[src/hdl/sfplo_pkg.sv]
`timescale 1ns / 1ps

package sfplo_pkg;

  localparam int unsigned NumChan       = 7;
  localparam int unsigned ChanW         = 8;
  localparam int unsigned OffW          = 10;
  localparam int unsigned MinFrameBytes = 8;

  localparam logic [ChanW-1:0] HdrFirst   = 8'h2C;
  localparam logic [ChanW-1:0] HdrSecond  = 8'h12;
  localparam logic [ChanW-1:0] Terminator = 8'h5B;

  localparam logic signed [OffW-1:0] OffCentre   = 10'sd0;
  localparam logic signed [OffW-1:0] OffRightIn  = 10'sd400;
  localparam logic signed [OffW-1:0] OffRightOut = 10'sd500;
  localparam logic signed [OffW-1:0] OffLeftOut  = -10'sd500;
  localparam logic signed [OffW-1:0] OffLeftIn   = -10'sd400;

  typedef logic [ChanW-1:0] byte_t;
  typedef byte_t [NumChan-1:0] chan_arr_t;

  typedef enum logic [1:0] {
    PhIdle,
    PhHdr,
    PhCollect,
    PhCheck
  } phase_e;

  typedef struct packed {
    logic latch;
    logic trail_err;
  } parse_ev_t;

  typedef struct packed {
    logic                   hit;
    logic signed [OffW-1:0] off;
  } off_dec_t;

  // left, centre, right line sensors
  function automatic off_dec_t decode_offset(byte_t l, byte_t c, byte_t r);
    off_dec_t res;
    res.hit = 1'b1;
    res.off = OffCentre;
    if (l == 8'd0 && c == 8'd1 && r == 8'd0) begin
      res.off = OffCentre;
    end else if (l == 8'd0 && c == 8'd1 && r == 8'd1) begin
      res.off = OffRightIn;
    end else if (l == 8'd0 && c == 8'd0 && r == 8'd1) begin
      res.off = OffRightOut;
    end else if (l == 8'd1 && c == 8'd0 && r == 8'd0) begin
      res.off = OffLeftOut;
    end else if (l == 8'd1 && c == 8'd1 && r == 8'd0) begin
      res.off = OffLeftIn;
    end else begin
      res.hit = 1'b0;
    end
    return res;
  endfunction

endpackage

[src/hdl/sfplo_parser.sv]
`timescale 1ns / 1ps

module sfplo_parser
  import sfplo_pkg::*;
#(
  parameter int unsigned FRAME_MAX = 13
) (
  input  logic      clk_i,
  input  logic      rst_ni,
  input  logic      accept_i,
  input  byte_t     rx_byte_i,
  output parse_ev_t ev_d_o,
  output parse_ev_t ev_q_o,
  output chan_arr_t window_o,
  output phase_e    phase_o
);

  localparam int unsigned CntW = $clog2(FRAME_MAX + 1);

  phase_e          phase_q, phase_d;
  logic [CntW-1:0] cnt_q, cnt_d, cnt_inc;
  chan_arr_t       win_q, win_d;
  logic            term_q, term_d;
  parse_ev_t       ev_q, ev_d;

  // last seven stored bytes, index 0 newest
  always_comb begin
    phase_d = phase_q;
    cnt_d   = cnt_q;
    win_d   = win_q;
    term_d  = term_q;
    ev_d    = ev_q;
    cnt_inc = cnt_q + CntW'(1);
    if (accept_i) begin
      ev_d = '0;
      case (phase_q)
        PhIdle: begin
          cnt_d = '0;
          if (rx_byte_i == HdrFirst) begin
            cnt_d   = CntW'(1);
            win_d   = {win_q[NumChan-2:0], rx_byte_i};
            phase_d = PhHdr;
          end
        end
        PhHdr: begin
          if (rx_byte_i == HdrSecond) begin
            cnt_d   = cnt_inc;
            win_d   = {win_q[NumChan-2:0], rx_byte_i};
            phase_d = PhCollect;
          end else begin
            cnt_d   = '0;
            phase_d = PhIdle;
          end
        end
        PhCollect: begin
          cnt_d = cnt_inc;
          win_d = {win_q[NumChan-2:0], rx_byte_i};
          if (cnt_inc >= CntW'(FRAME_MAX) || rx_byte_i == Terminator) begin
            phase_d  = PhCheck;
            term_d   = (rx_byte_i == Terminator);
            ev_d.latch = (cnt_inc >= CntW'(MinFrameBytes));
          end
        end
        PhCheck: begin
          ev_d.trail_err = ~term_q;
          cnt_d          = '0;
          phase_d        = PhIdle;
        end
        default: begin
          cnt_d   = '0;
          phase_d = PhIdle;
        end
      endcase
    end
  end

  always_ff @(posedge clk_i or negedge rst_ni) begin
    if (!rst_ni) begin
      phase_q <= PhIdle;
      cnt_q   <= '0;
      term_q  <= 1'b0;
      ev_q    <= '0;
    end else begin
      phase_q <= phase_d;
      cnt_q   <= cnt_d;
      term_q  <= term_d;
      ev_q    <= ev_d;
    end
  end

  always_ff @(posedge clk_i) begin
    win_q <= win_d;
  end

  assign ev_d_o   = ev_d;
  assign ev_q_o   = ev_q;
  assign window_o = win_q;
  assign phase_o  = phase_q;

endmodule

[src/hdl/sfplo_chan.sv]
`timescale 1ns / 1ps

module sfplo_chan
  import sfplo_pkg::*;
(
  input  logic                   clk_i,
  input  logic                   rst_ni,
  input  logic                   latch_i,
  input  chan_arr_t              window_i,
  output chan_arr_t              chan_o,
  output logic signed [OffW-1:0] offset_o
);

  chan_arr_t              chan_q, chan_d;
  logic signed [OffW-1:0] off_q, off_d;
  off_dec_t               dec;

  // channel one is the oldest byte of the window
  always_comb begin
    for (int k = 0; k < NumChan; k++) begin
      chan_d[k] = window_i[NumChan-1-k];
    end
    dec   = decode_offset(chan_d[2], chan_d[3], chan_d[4]);
    off_d = dec.hit ? dec.off : off_q;
  end

  always_ff @(posedge clk_i or negedge rst_ni) begin
    if (!rst_ni) begin
      chan_q <= '0;
      off_q  <= '0;
    end else if (latch_i) begin
      chan_q <= chan_d;
      off_q  <= off_d;
    end
  end

  assign chan_o   = chan_q;
  assign offset_o = off_q;

endmodule

[src/hdl/sensor_frame_parser_line_offset.sv]
`timescale 1ns / 1ps
// An accepted input word yields its result word, registered, in the next cycle.
// Throughput: one word per cycle unless stalled; the single parser state update sets
// the pace. A new word is taken while the result slot is empty or being drained.
// Reset: asynchronous, active low; parser idle, channels and offset zero,
// no result pending.

module sensor_frame_parser_line_offset
  import sfplo_pkg::*;
#(
  parameter int unsigned FRAME_MAX = 13
) (
  input  logic        clk_i,
  input  logic        rst_ni,
  input  logic        s_axis_tvalid,
  output logic        s_axis_tready,
  input  logic [7:0]  s_axis_tdata,   // rx_byte
  output logic        m_axis_tvalid,
  input  logic        m_axis_tready,
  output logic [71:0] m_axis_tdata,   // chan_one .. chan_seven, line_offset, zero pad
  output logic [1:0]  m_axis_tuser    // frame_latched, trailer_error
);

  logic                   in_acc;
  logic                   out_vld_q, out_vld_d;
  parse_ev_t              ev_d, ev_q;
  chan_arr_t              window;
  chan_arr_t              chan;
  logic signed [OffW-1:0] offset;
  phase_e                 phase;

  assign s_axis_tready = ~out_vld_q | m_axis_tready;
  assign in_acc        = s_axis_tvalid & s_axis_tready;

  sfplo_parser #(
    .FRAME_MAX(FRAME_MAX)
  ) u_parser (
    .clk_i    (clk_i),
    .rst_ni   (rst_ni),
    .accept_i (in_acc),
    .rx_byte_i(s_axis_tdata),
    .ev_d_o   (ev_d),
    .ev_q_o   (ev_q),
    .window_o (window),
    .phase_o  (phase)
  );

  sfplo_chan u_chan (
    .clk_i   (clk_i),
    .rst_ni  (rst_ni),
    .latch_i (in_acc & ev_d.latch),
    .window_i(window),
    .chan_o  (chan),
    .offset_o(offset)
  );

  always_comb begin
    out_vld_d = out_vld_q;
    if (in_acc) begin
      out_vld_d = 1'b1;
    end else if (m_axis_tready) begin
      out_vld_d = 1'b0;
    end
  end

  always_ff @(posedge clk_i or negedge rst_ni) begin
    if (!rst_ni) begin
      out_vld_q <= 1'b0;
    end else begin
      out_vld_q <= out_vld_d;
    end
  end

  assign m_axis_tvalid = out_vld_q;
  assign m_axis_tuser  = {ev_q.trail_err, ev_q.latch};
  assign m_axis_tdata  = {6'd0, offset, chan[6], chan[5], chan[4], chan[3],
                          chan[2], chan[1], chan[0]};

  a_flags_exclusive : assert property (@(posedge clk_i) disable iff (!rst_ni)
    !(ev_q.latch && ev_q.trail_err))
    else $error("latch and trailer error on one word");

  a_latch_then_check : assert property (@(posedge clk_i) disable iff (!rst_ni)
    ev_q.latch |-> phase == PhCheck)
    else $error("frame latched without entering check step");

  a_offset_on_latch : assert property (@(posedge clk_i) disable iff (!rst_ni)
    !$stable(offset) |-> ev_q.latch)
    else $error("line offset moved without a latch");

  a_ready_when_empty : assert property (@(posedge clk_i) disable iff (!rst_ni)
    !out_vld_q |-> s_axis_tready)
    else $error("input stalled with empty result slot");

endmodule
[config.mk]
export PLATFORM = sky130hd
export DESIGN_NAME = sensor_frame_parser_line_offset
export DESIGN_NICKNAME = d
export VERILOG_FILES = /design/src/hdl/sfplo_pkg.sv /design/src/hdl/sfplo_parser.sv /design/src/hdl/sfplo_chan.sv /design/src/hdl/sensor_frame_parser_line_offset.sv
export SDC_FILE = /design/constraint.sdc
export NUM_CORES = 1
export LEC_CHECK = 0
export BUFFER_PORTS_ARGS = -buffer_cell sky130_fd_sc_hd__buf_4
export CORE_MARGIN = 2
export CORE_UTILIZATION = 60
export CTS_BUF_LIST = sky130_fd_sc_hd__clkbuf_4 sky130_fd_sc_hd__clkbuf_8
export DETAILED_ROUTE_END_ITERATION = 16
export PLACE_DENSITY = 0.89
export SKIP_CTS_REPAIR_TIMING = 1
export SLEW_MARGIN = 10
export SYNTH_ARGS = -nofsm -noshare
export SYNTH_HDL_FRONTEND = slang
export SYNTH_SLANG_ARGS = --single-unit
[constraint.sdc]
create_clock -name clk_i -period 6.9 [get_ports clk_i]
set_input_delay 1.035 -clock clk_i [delete_from_list [all_inputs] [get_ports clk_i]]
set_output_delay 1.035 -clock clk_i [all_outputs]
set_load 0.05 [all_outputs]
======== Word level (Yosys, flattened, before mapping) ========
Index checks and enable logic that the tools add are counted.
W data, S select, Z words.
storage, ports and cells
  register bits ........................... 132
  latch bits .............................. 0
  RAM bits ................................ 0
  bits in read-only memories .............. 0
  input port bits ......................... 12
  output and inout bits ................... 76
  logic and storage cells ................. 87
  memories kept ........................... 0
operators by class
  $add $sub $neg .......................... 1
  $mul .................................... 0
  divide/modulo/power cells ............... 0
  magnitude comparators ................... 2
  eq/ne operators ......................... 12
  shift operators ......................... 0
  multiplexer cells ....................... 26
  bitwise logic cells ..................... 5
  reductions and logical operators ........ 20
operators by type and width
  kind                   count
  $pmux W56 S3           1
  $mux W56               2
  $mux W10               5
  $eq A8 B1 Y1 const B   3
  $logic_not A8 Y1       3
  $pmux W4 S4            1
  $mux W1                11
  $logic_and A1 B1 Y1    9
  $eq A8 B5 Y1 const B   1
  $eq A8 B6 Y1 const B   1
  $eq A8 B7 Y1 const B   1
  $ge A4 B4 Y1 const B   2
  $mux W2                4
  $pmux W2 S4            1
  $ne A2 B1 Y1 const B   3
  $reduce_and A3 Y1      2
  $add A4 B1 Y4 const B  1
  $eq A2 B2 Y1 const B   2
  $mux W4                1
  $reduce_and A4 Y1      1
  $reduce_bool A3 Y1     1
  $and A1 B1 Y1          2
  $eq A2 B1 Y1 const B   1
  $logic_not A2 Y1       1
  5 further kinds        6

======== Longest topological paths before layout ========
Gate-level depths: netlist of the first run.
  depth after elaboration ................. 9
  mapped depth ............................ 8
  gate-level depth less buffers ........... 6

======== Modules after synthesis ========
A second synthesis of the first run with hierarchy kept.
second synthesis, totals
  cells, all modules ...................... 298
  area, all modules ....................... 4893.4 um2
modules (own cells, without submodules)
  module                           instances  cells each  area each (um2)  sequential area each (um2)
  sfplo_chan                       1          170         2528.7           1551.5
  sfplo_parser                     1          116         2258.4           1906.8
  sensor_frame_parser_line_offset  1          12          106.4            25.0

======== Worst setup path before layout of the first run ========
OpenSTA, ideal clock, no wires.
  path kind ............................... input to register
  start point ............................. input s_axis_tdata[0]
  end point ............................... register u_parser.win_q (netlist bit u_parser.window_o[0]) (enable)
  setup time .............................. 0.470 ns
  arrival ................................. 4.498 ns
  required time ........................... 6.430 ns
  slack ................................... 1.932 ns
  cell stages on the path ................. 5
  buffers on the path ..................... 0
  path through ............................ or3_1 or4_1 a21oi_1 a21oi_1 nor2_1
between the ends
  longest elaborated chain between the ends .. 3
  elaborated cells on any way between the ends .. 5
  those cells by class .................... 4 x eq/ne; 1 x reduce/logical
ends and longest elaborated chain
  what                                                 line                                    RTL
  start, declared                                      sensor_frame_parser_line_offset.sv:17   input logic [7:0] s_axis_tdata,
  $eq A8 B5 Y1 / $eq A8 B6 Y1 (equally long branches)  sfplo_parser.sv:46, sfplo_parser.sv:39
  $ne A2 B1 Y1 (no line)                               --
  $reduce_and A4 Y1 (no line) *                        --
  end signal, assigned                                 sfplo_parser.sv:92                      win_q <= win_d;
  end, declared                                        sfplo_parser.sv:22                      chan_arr_t win_q, win_d;
Mark *: on every way between the ends. The rest lies on a longest branch, timed or not.
A chain may end at the register's enable or synchronous reset.

======== Worst setup path in the final report of the first run ========
  start point ............................. input s_axis_tdata[5]
  end point ............................... register u_chan.chan_q (netlist bit u_chan.chan_o[36])
between the ends
  longest elaborated chain between the ends .. 6
ends and longest elaborated chain
  what                  line                                   RTL
  $eq A8 B7 Y1          sfplo_parser.sv:58                     if (cnt_inc >= CntW'(FRAME_MAX) || rx_byte_i == Terminator) begin
  $logic_or A1 B1 Y1    sfplo_parser.sv:58
  $mux W1               sfplo_parser.sv:58
  $mux W1               sfplo_parser.sv:36                     case (phase_q)
  $mux W2               sfplo_parser.sv:34                     if (accept_i) begin
  $and A1 B1 Y1         sensor_frame_parser_line_offset.sv:51  .latch_i (in_acc & ev_d.latch),
  end signal, assigned  sfplo_chan.sv:32                       chan_q <= chan_d;
  end, declared         sfplo_chan.sv:14                       chan_arr_t chan_q, chan_d;
Every way passes these cells.

==> Flow_metrics.wiki, run 1 <==
{| class="wikitable"
! Metric !! Value
|-
| Die height || 93.87 um
|-
| Slowest CP cell || sky130_fd_sc_hd__a311oi_4
|-
| DRC viols || 0
|-
| Kind of start point of the critical path || input pin
|-
| Wire length of the first global-routing pass || around 14 mm
|-
| Critical Path AT || 3710 ps
|-
| Remaining max-slew budget at the tightest pin || around 22%
|-
| Worst reg2reg path startpoint || u_parser.cnt_q[0]
|-
| Weighted congestion reported at the end of routability-driven placement || between 0.7 and 0.8
|-
| Effective utilization at floorplan || 62.39%
|-
| Overall power of the completed layout || 1.448 mW
|-
| Most used flip-flop cell after synthesis || sky130_fd_sc_hd__dfrtp_1
|-
| Clock tree from TritonCTS || built
|-
| Die X || ~94 um
|-
| Post-synthesis async set-or-reset flop share || a little under three fifths
|-
| Final #Nets || 397
|-
| Worst skew pair latency || 410 ps
|-
| Total negative slack || 0 ps
|-
| Cells on worst reg2reg path || 6
|-
| Quantity of I/O buffers inserted on ports || 79
|-
| Post-synthesis register bit count || ~130
|-
| Number of placed instances, taps included || 466
|-
| Multi-input logic area || 0.001250 mm2
|-
| Placement row count || 32
|-
| Number of endpoints with negative hold slack in the final report || 0
|-
| Number of H-tree levels || 4
|-
| Portion of the post-synthesis area used by sequential elements || 71.88%
|-
| Data required time of the critical path || between 7000 and 8000 ps
|-
| Min cycle time layout || 3427 ps
|-
| Detailed-router iteration count before antenna repair || 4
|-
| Worst hold-check slack || 436.7 ps
|-
| PD cells || 245.7 mW/mm2
|-
| Number of clock buffers inserted by TritonCTS || 17
|-
| Family with the most delay on the worst path || compound AO/OA/AOI/OAI gates
|-
| CP startpoint || s_axis_tdata[5]
|-
| Total global routing track utilization || 21.13%
|-
| Design Area, Final || 0.005893 mm2
|-
| Levels on crit path || 6
|-
| Sequential standard cell area || 0.003483 mm2
|-
| Leakage power total || 2.719 nW
|-
| Routed via count divided by cell count || about 5.5
|-
| Routed WL || ~8.5 mm
|-
| Maximum cell stage delay along the critical path || 970 ps
|-
| IR drop worst, VDD || around 0.16 mV
|-
| Post-Place Cell Area || 0.005495 mm2
|-
| DP HPWL || 5.620 mm
|-
| Count of cell types in the netlist || 49
|-
| Detailed router's first-iteration violation count || roughly 150
|-
| GRT overflow || 0
|-
| Top-Level Pins || 88
|-
| Total die area || about 0.0088 mm2
|-
| Number of antenna violations at the first check in global routing || 0
|-
| Chain of cells forming the critical path || buf_4 -> and4bb_2 -> nand4_1 -> a311oi_4 -> buf_4 -> mux2_2
|-
| Vias in the first global route || 2778
|-
| Finished Layout Cells || roughly 500
|-
| Internal reg-to-reg setup slack || 3570 ps
|-
| # clock sinks || 128
|-
| Clock Skew || 9.620 ps
|-
| Most common cell after layout, fill and taps aside || sky130_fd_sc_hd__buf_4
|-
| Final antenna-violating net count || 0
|-
| Category of the worst setup path capture point || register
|-
| Final number of max-transition violations || 0
|-
| Clock-pin slew reported for the worst setup and hold paths after clock tree synthesis || around 70 ps
|-
| Total number of vias || roughly 2800
|-
| Area leader, netlist || sky130_fd_sc_hd__dfrtp_1
|-
| Hold Path Class || reg -> reg
|-
| Instance count of the mapped netlist || 296
|-
| Share of post-route cells with drive strength above 1 || 45.20%
|-
| Average routed wire per standard cell || 17.10 um
|-
| Mean area per synthesized cell || 16.37 um2
|-
| EDFF count, synth || 56
|-
| Top post-synthesis cells by area || sky130_fd_sc_hd__dfrtp_1, sky130_fd_sc_hd__edfxtp_1, sky130_fd_sc_hd__mux2_2
|-
| Capturing instance or port of the critical path || u_chan.chan_o[36]
|-
| Endpoint of the lowest-slack register-to-register path || u_chan.chan_o[36]
|-
| Achievable clock frequency || 0.2918 GHz
|-
| Finish-stage setup viols || 0
|-
| Number of buffers and inverters on the critical path || 2
|-
| CTS max path bufs || 2
|-
| Final clock period utilization by the worst path || 49.67%
|-
| Fraction of post-synthesis cell area in the top cell type by area || 37.18%
|-
| Most repeated library cell on the critical path || sky130_fd_sc_hd__buf_4
|-
| Clock tree root buffer cell || sky130_fd_sc_hd__clkbuf_8
|-
| Syn Std Cell Area || 0.004846 mm2
|-
| Maximum capacitance violations || 0
|-
| Unrepaired setup endpoints after global routing || false
|-
| Fillers || 495
|-
| Largest net degree at the start of global routing || between 70 and 80
|-
| Count of inserted antenna diode cells || 0
|-
| Tightest Pin Transition || 1167 ps
|-
| Run status || completed
|-
| Most frequent cells in the layout || sky130_fd_sc_hd__buf_4, sky130_fd_sc_hd__dfrtp_1, sky130_fd_sc_hd__mux2_2, sky130_fd_sc_hd__edfxtp_1, sky130_fd_sc_hd__clkbuf_8
|-
| Layout area overhead || 21.61%
|-
| Type of the setup path with the least slack || in -> reg
|-
| Core area || 0.007767 mm2
|-
| Maximum net fanout on the critical path || 45
|-
| Count of synthesis-stage warnings from yosys || 0
|}
==> worst min path at each step <==
stage / end / from / slack [ps] / depth (start not counted)
after global placement: u_parser.window_o[51] / u_parser.window_o[43] / 420 / 0
final: u_parser.window_o[12] / u_parser.window_o[4] / 440 / 0
after CTS: u_parser.window_o[17] / u_parser.window_o[9] / 440 / 0
after floorplan: u_parser.window_o[10] / u_parser.window_o[2] / 420 / 0
after global routing: u_parser.window_o[17] / u_parser.window_o[9] / 450 / 0
after detailed placement: u_parser.window_o[14] / u_parser.window_o[6] / 430 / 0
==> sequential cells by signal (all words and copies together) (netlist names), named ones only <==
| name | flops |
|---|---|
| u_chan.chan_o | 56 |
| u_parser.ev_q_o | 2 |
| u_parser.phase_o | 1 |
| u_parser.cnt_q | 4 |
| u_parser.term_q | 1 |
| m_axis_tvalid | 1 |
| u_chan.offset_o | 6 |
| u_parser.window_o | 56 |
==> cells in the mapped netlist (4+ instances only) <==
cell and number:
sky130_fd_sc_hd__a21oi_1 7, sky130_fd_sc_hd__edfxtp_1 56, sky130_fd_sc_hd__buf_2 6, sky130_fd_sc_hd__dfrtp_1 72, sky130_fd_sc_hd__nand3_1 4, sky130_fd_sc_hd__inv_1 7
sky130_fd_sc_hd__nand2_1 8, sky130_fd_sc_hd__nor2_1 5, sky130_fd_sc_hd__mux2_2 57, sky130_fd_sc_hd__buf_4 11, sky130_fd_sc_hd__nor4_1 4
==> report_power, final <==
part	switching (mW)	internal, mW	total (mW)
Clock	0.255	0.367	0.622
Combinational	0.0263	0.00647	0.0327
Sequential	0.000667	0.792	0.793
Total	0.282	1.17	1.45
==> logic make-up (layout without fill, tap and decap cells) <==
kind of cell / after synthesis / in the layout / synth area share, %
mux: 57 / 57 / 13.25
buf+inv: 27 / 120 / 3.253
other cells: 1 / 8 / 0.07739
xor+xnor: 1 / 1 / 0.1808
flops: 128 / 128 / 71.88
simple gates: 48 / 48 / 5.990
fa+ha+maj: 2 / 2 / 0.5163
compound gates: 32 / 32 / 4.854
==> final cells by class <==
type | instances | share of cell area, %
multi-input combinational | 148 | 21.21
clock buffer | 25 | 5.308
sequential | 128 | 59.11
inverter | 7 | 0.4459
timing repair buffer | 81 | 10.32
tap | 102 | 2.166
clock inverter | 7 | 1.444
==> per-stage QoR <==
step | util [%] | setup slack [ps]
after global placement | 70.75 | 3138
final | 75.87 | 3473
after floorplan | - | 1932
after detailed placement | 70.75 | 3086
after global routing | 75.87 | 3313
after CTS | 75.87 | 3511
==> metal layers <==
| metal | part of all wire (%) | wire (um) | global-route usage, % | vias to the layer above |
|---|---|---|---|---|
| met3 | 5.8 | 491 | 6.581 | 6 |
| met2 | 50 | 4292 | 32.80 | 90 |
| met1 | 43 | 3646 | 28.02 | 1390 |
| met5 | 0 | 0 | 0 | - |
| li1 | - | - | - | 1275 |
| met4 | 1.0 | 87 | 8.816 | 0 |
==> worst register-to-register path: cells and delay by family, from the launching register on <==
kind / cells / cell delay, ps
multiplexers: 1 / 450
AO/OA/AOI/OAI: 2 / 1240
adder cells (fa/ha/maj): 1 / 260
buffers and inverters: 1 / 640
flip-flops: 1 / 450
AND/OR/NAND/NOR: 1 / 170
(Power assumes the default switching activity.)
==> inputs of run 2 (changes only) <==
--- a/config.mk
+++ b/config.mk
@@ -7,10 +7,10 @@
 export LEC_CHECK = 0
 export BUFFER_PORTS_ARGS = -buffer_cell sky130_fd_sc_hd__buf_4
 export CORE_MARGIN = 2
-export CORE_UTILIZATION = 60
+export CORE_UTILIZATION = 52
 export CTS_BUF_LIST = sky130_fd_sc_hd__clkbuf_4 sky130_fd_sc_hd__clkbuf_8
 export DETAILED_ROUTE_END_ITERATION = 16
-export PLACE_DENSITY = 0.89
+export PLACE_DENSITY = 0.82
 export SKIP_CTS_REPAIR_TIMING = 1
 export SLEW_MARGIN = 10
 export SYNTH_ARGS = -nofsm -noshare
==> constraint.sdc (replaced) <==
create_clock -name clk_i -period 2.75 [get_ports clk_i]
set_input_delay 0.4125 -clock clk_i [delete_from_list [all_inputs] [get_ports clk_i]]
set_output_delay 0.4125 -clock clk_i [all_outputs]
set_load 0.05 [all_outputs]
==> Flow_metrics.wiki, run 2 (synthesis gave the netlist of run 1 again) <==
{| class="wikitable"
! Metric !! Value
|-
| DP HPWL || 5.447 mm (-3.1%)
|-
| Min cycle time layout || about 2400 ps
|-
| Worst skew pair latency || 420 ps (about the same)
|-
| Vias in the first global route || 2756 (-0.79%)
|-
| Final worst-path setup slack || 363.7 ps (-3109 ps)
|-
| Clock tree from TritonCTS || built
|-
| Wire length of the first global-routing pass || 13.74 mm (-0.55%)
|-
| Tightest Pin Transition || 904.4 ps (-263.0 ps)
|-
| Count of inserted antenna diode cells || 0 (unchanged)
|-
| Fillers || 644 (+30%)
|-
| DRC viols || 0 (unchanged)
|-
| GRT overflow || 0 (unchanged)
|-
| Final number of max-transition violations || 0 (unchanged)
|-
| Layout area overhead || 23.99%
|-
| Routed via count divided by cell count || 5.391 (-2.8%)
|-
| Internal reg-to-reg setup slack || 360 ps (-3210 ps)
|-
| Number of clock buffers inserted by TritonCTS || 17 (unchanged)
|-
| Endpoint of the lowest-slack register-to-register path || u_chan.offset_o[3]
|-
| Weighted congestion reported at the end of routability-driven placement || 0.8434 (+7.6%)
|-
| Worst reg2reg path startpoint || u_parser.cnt_q[0]
|-
| Die height || 100.5 um (+7.1%)
|-
| Critical Path AT || 2690 ps (-1020 ps)
|-
| CTS max path bufs || 2 (unchanged)
|-
| Hold Path Class || in -> async
|-
| Largest net degree at the start of global routing || 73 (unchanged)
|-
| Unrepaired setup endpoints after global routing || false
|-
| Detailed router's first-iteration violation count || 115 (-25%)
|-
| IR drop worst, VDD || 0.4074 mV (+160%)
|-
| Clock tree root buffer cell || sky130_fd_sc_hd__clkbuf_8
|-
| Final clock period utilization by the worst path || 86.77%
|-
| Kind of start point of the critical path || register
|-
| Final antenna-violating net count || 0 (unchanged)
|-
| Finish-stage setup viols || 0 (unchanged)
|-
| PD cells || 628.9 mW/mm2 (+160%)
|-
| Average routed wire per standard cell || 16.13 um (-5.7%)
|-
| Placement row count || 35 (+9.4%)
|-
| Die X || 100.5 um (+7.1%)
|-
| # clock sinks || 128 (unchanged)
|-
| Maximum net fanout on the critical path || 63 (+40%)
|-
| Data required time of the critical path || 3050 ps (-4140 ps)
|-
| Cells on worst reg2reg path || 7 (+1)
|-
| Leakage power total || 2.760 nW (+1.5%)
|-
| Clock Skew || 9.352 ps (-0.2680 ps)
|-
| Number of H-tree levels || 4 (unchanged)
|-
| Core area || 0.009153 mm2 (+18%)
|-
| Most common cell after layout, fill and taps aside || sky130_fd_sc_hd__buf_4
|-
| Total die area || 0.01011 mm2 (+15%)
|-
| Total number of vias || 2760 (-0.036%)
|-
| Number of endpoints with negative hold slack in the final report || 0 (unchanged)
|-
| Total global routing track utilization || 18.08% (-3.1 points)
|-
| Clock-pin slew reported for the worst setup and hold paths after clock tree synthesis || 70 ps (about the same)
|-
| Detailed-router iteration count before antenna repair || 4 (unchanged)
|-
| Run status || completed
|-
| Final #Nets || 402 (+1.3%)
|-
| Routed WL || 8.259 mm (-3.0%)
|-
| CP startpoint || u_parser.cnt_q[0]
|-
| Number of antenna violations at the first check in global routing || 0 (unchanged)
|-
| Share of post-route cells with drive strength above 1 || 46.38% (+1.2 points)
|-
| Effective utilization at floorplan || 52.95% (-9.4 points)
|-
| Most frequent cells in the layout || sky130_fd_sc_hd__buf_4, sky130_fd_sc_hd__dfrtp_1, sky130_fd_sc_hd__mux2_2, sky130_fd_sc_hd__edfxtp_1, sky130_fd_sc_hd__clkbuf_8
|-
| Overall power of the completed layout || 3.779 mW (+160%)
|-
| Quantity of I/O buffers inserted on ports || 79 (unchanged)
|-
| Multi-input logic area || 0.001261 mm2 (+0.90%)
|-
| Top-Level Pins || 88 (unchanged)
|-
| Type of the setup path with the least slack || reg -> reg
|-
| Category of the worst setup path capture point || register
|-
| DP Worst Slack || 232.9 ps (-2853 ps)
|-
| Maximum capacitance violations || 0 (unchanged)
|-
| Achievable clock frequency || between 0.4 and 0.5 GHz
|-
| Sequential standard cell area || 0.003483 mm2 (unchanged)
|-
| Remaining max-slew budget at the tightest pin || 39.71% (+18 points)
|}
[run 2: through the flow]
step / utilization [%] / hold slack, ps / instance area [um2] / instances / setup TNS (ps)
6_report: 65.65 / 131.9 / 6008 / 512 / 0
5_1_grt: 65.65 / 146.7 / 6008 / 512 / 0
4_1_cts: 65.65 / 143.1 / 6008 / 512 / 0
3_5_place_dp: 60.97 / 434.1 / 5580 / 480 / 0
3_3_place_gp: 60.97 / 426.6 / 5580 / 480 / 0
2_1_floorplan: - / 116.9 / 4891 / 303 / -1241
[run 2: per-layer routing]
| metal | global-route usage (%) | vias to the layer above | part of all wire (%) |
|---|---|---|---|
| met3 | 7.628 | 10 | 6.6 |
| met4 | 5.690 | 0 | 0.80 |
| li1 | - | 1274 | - |
| met5 | 0 | - | 0 |
| met2 | 28.39 | 80 | 49 |
| met1 | 23.07 | 1396 | 43 |
[run 2: cell type report]
cell class | instances | share of cell area (%)
Inverter | 7 | 0.4373
Clock buffer | 20 | 4.373
Timing Repair Buffer | 86 | 11.16
Tap cell | 111 | 2.312
Clock inverter | 12 | 2.749
Multi-Input combinational cell | 148 | 20.99
Sequential cell | 128 | 57.98
[run 2: critical path, cell delays in order, from the launching register on]
cell and delay [ps]:
sky130_fd_sc_hd__dfrtp_1 460, sky130_fd_sc_hd__ha_1 270, sky130_fd_sc_hd__nand2b_1 160, sky130_fd_sc_hd__o21bai_1 220
sky130_fd_sc_hd__a311oi_4 340, sky130_fd_sc_hd__buf_12 350, sky130_fd_sc_hd__o211ai_2 150, sky130_fd_sc_hd__a211o_1 300
[run 2: worst max path at each step]
| stage | endpoint | slack (ps) | cells after the start |
|---|---|---|---|
| after floorplan | u_parser.window_o[0] | -20 | 5 |
| final | u_chan.offset_o[3] | 360 | 7 |
| after detailed placement | u_parser.window_o[40] | 230 | 7 |
| after global placement | u_parser.window_o[53] | 290 | 7 |
| after CTS | u_chan.offset_o[3] | 380 | 7 |
| after global routing | u_chan.offset_o[2] | 220 | 7 |
[run 2: power breakdown]
part           leakage, nW  internal [mW]  total, mW  switching (mW)
clock                0.221           1.02       1.71           0.684
sequential            1.50           1.99       1.99         0.00160
combinational         1.04         0.0166     0.0831          0.0665
total                 2.76           3.03       3.78           0.752
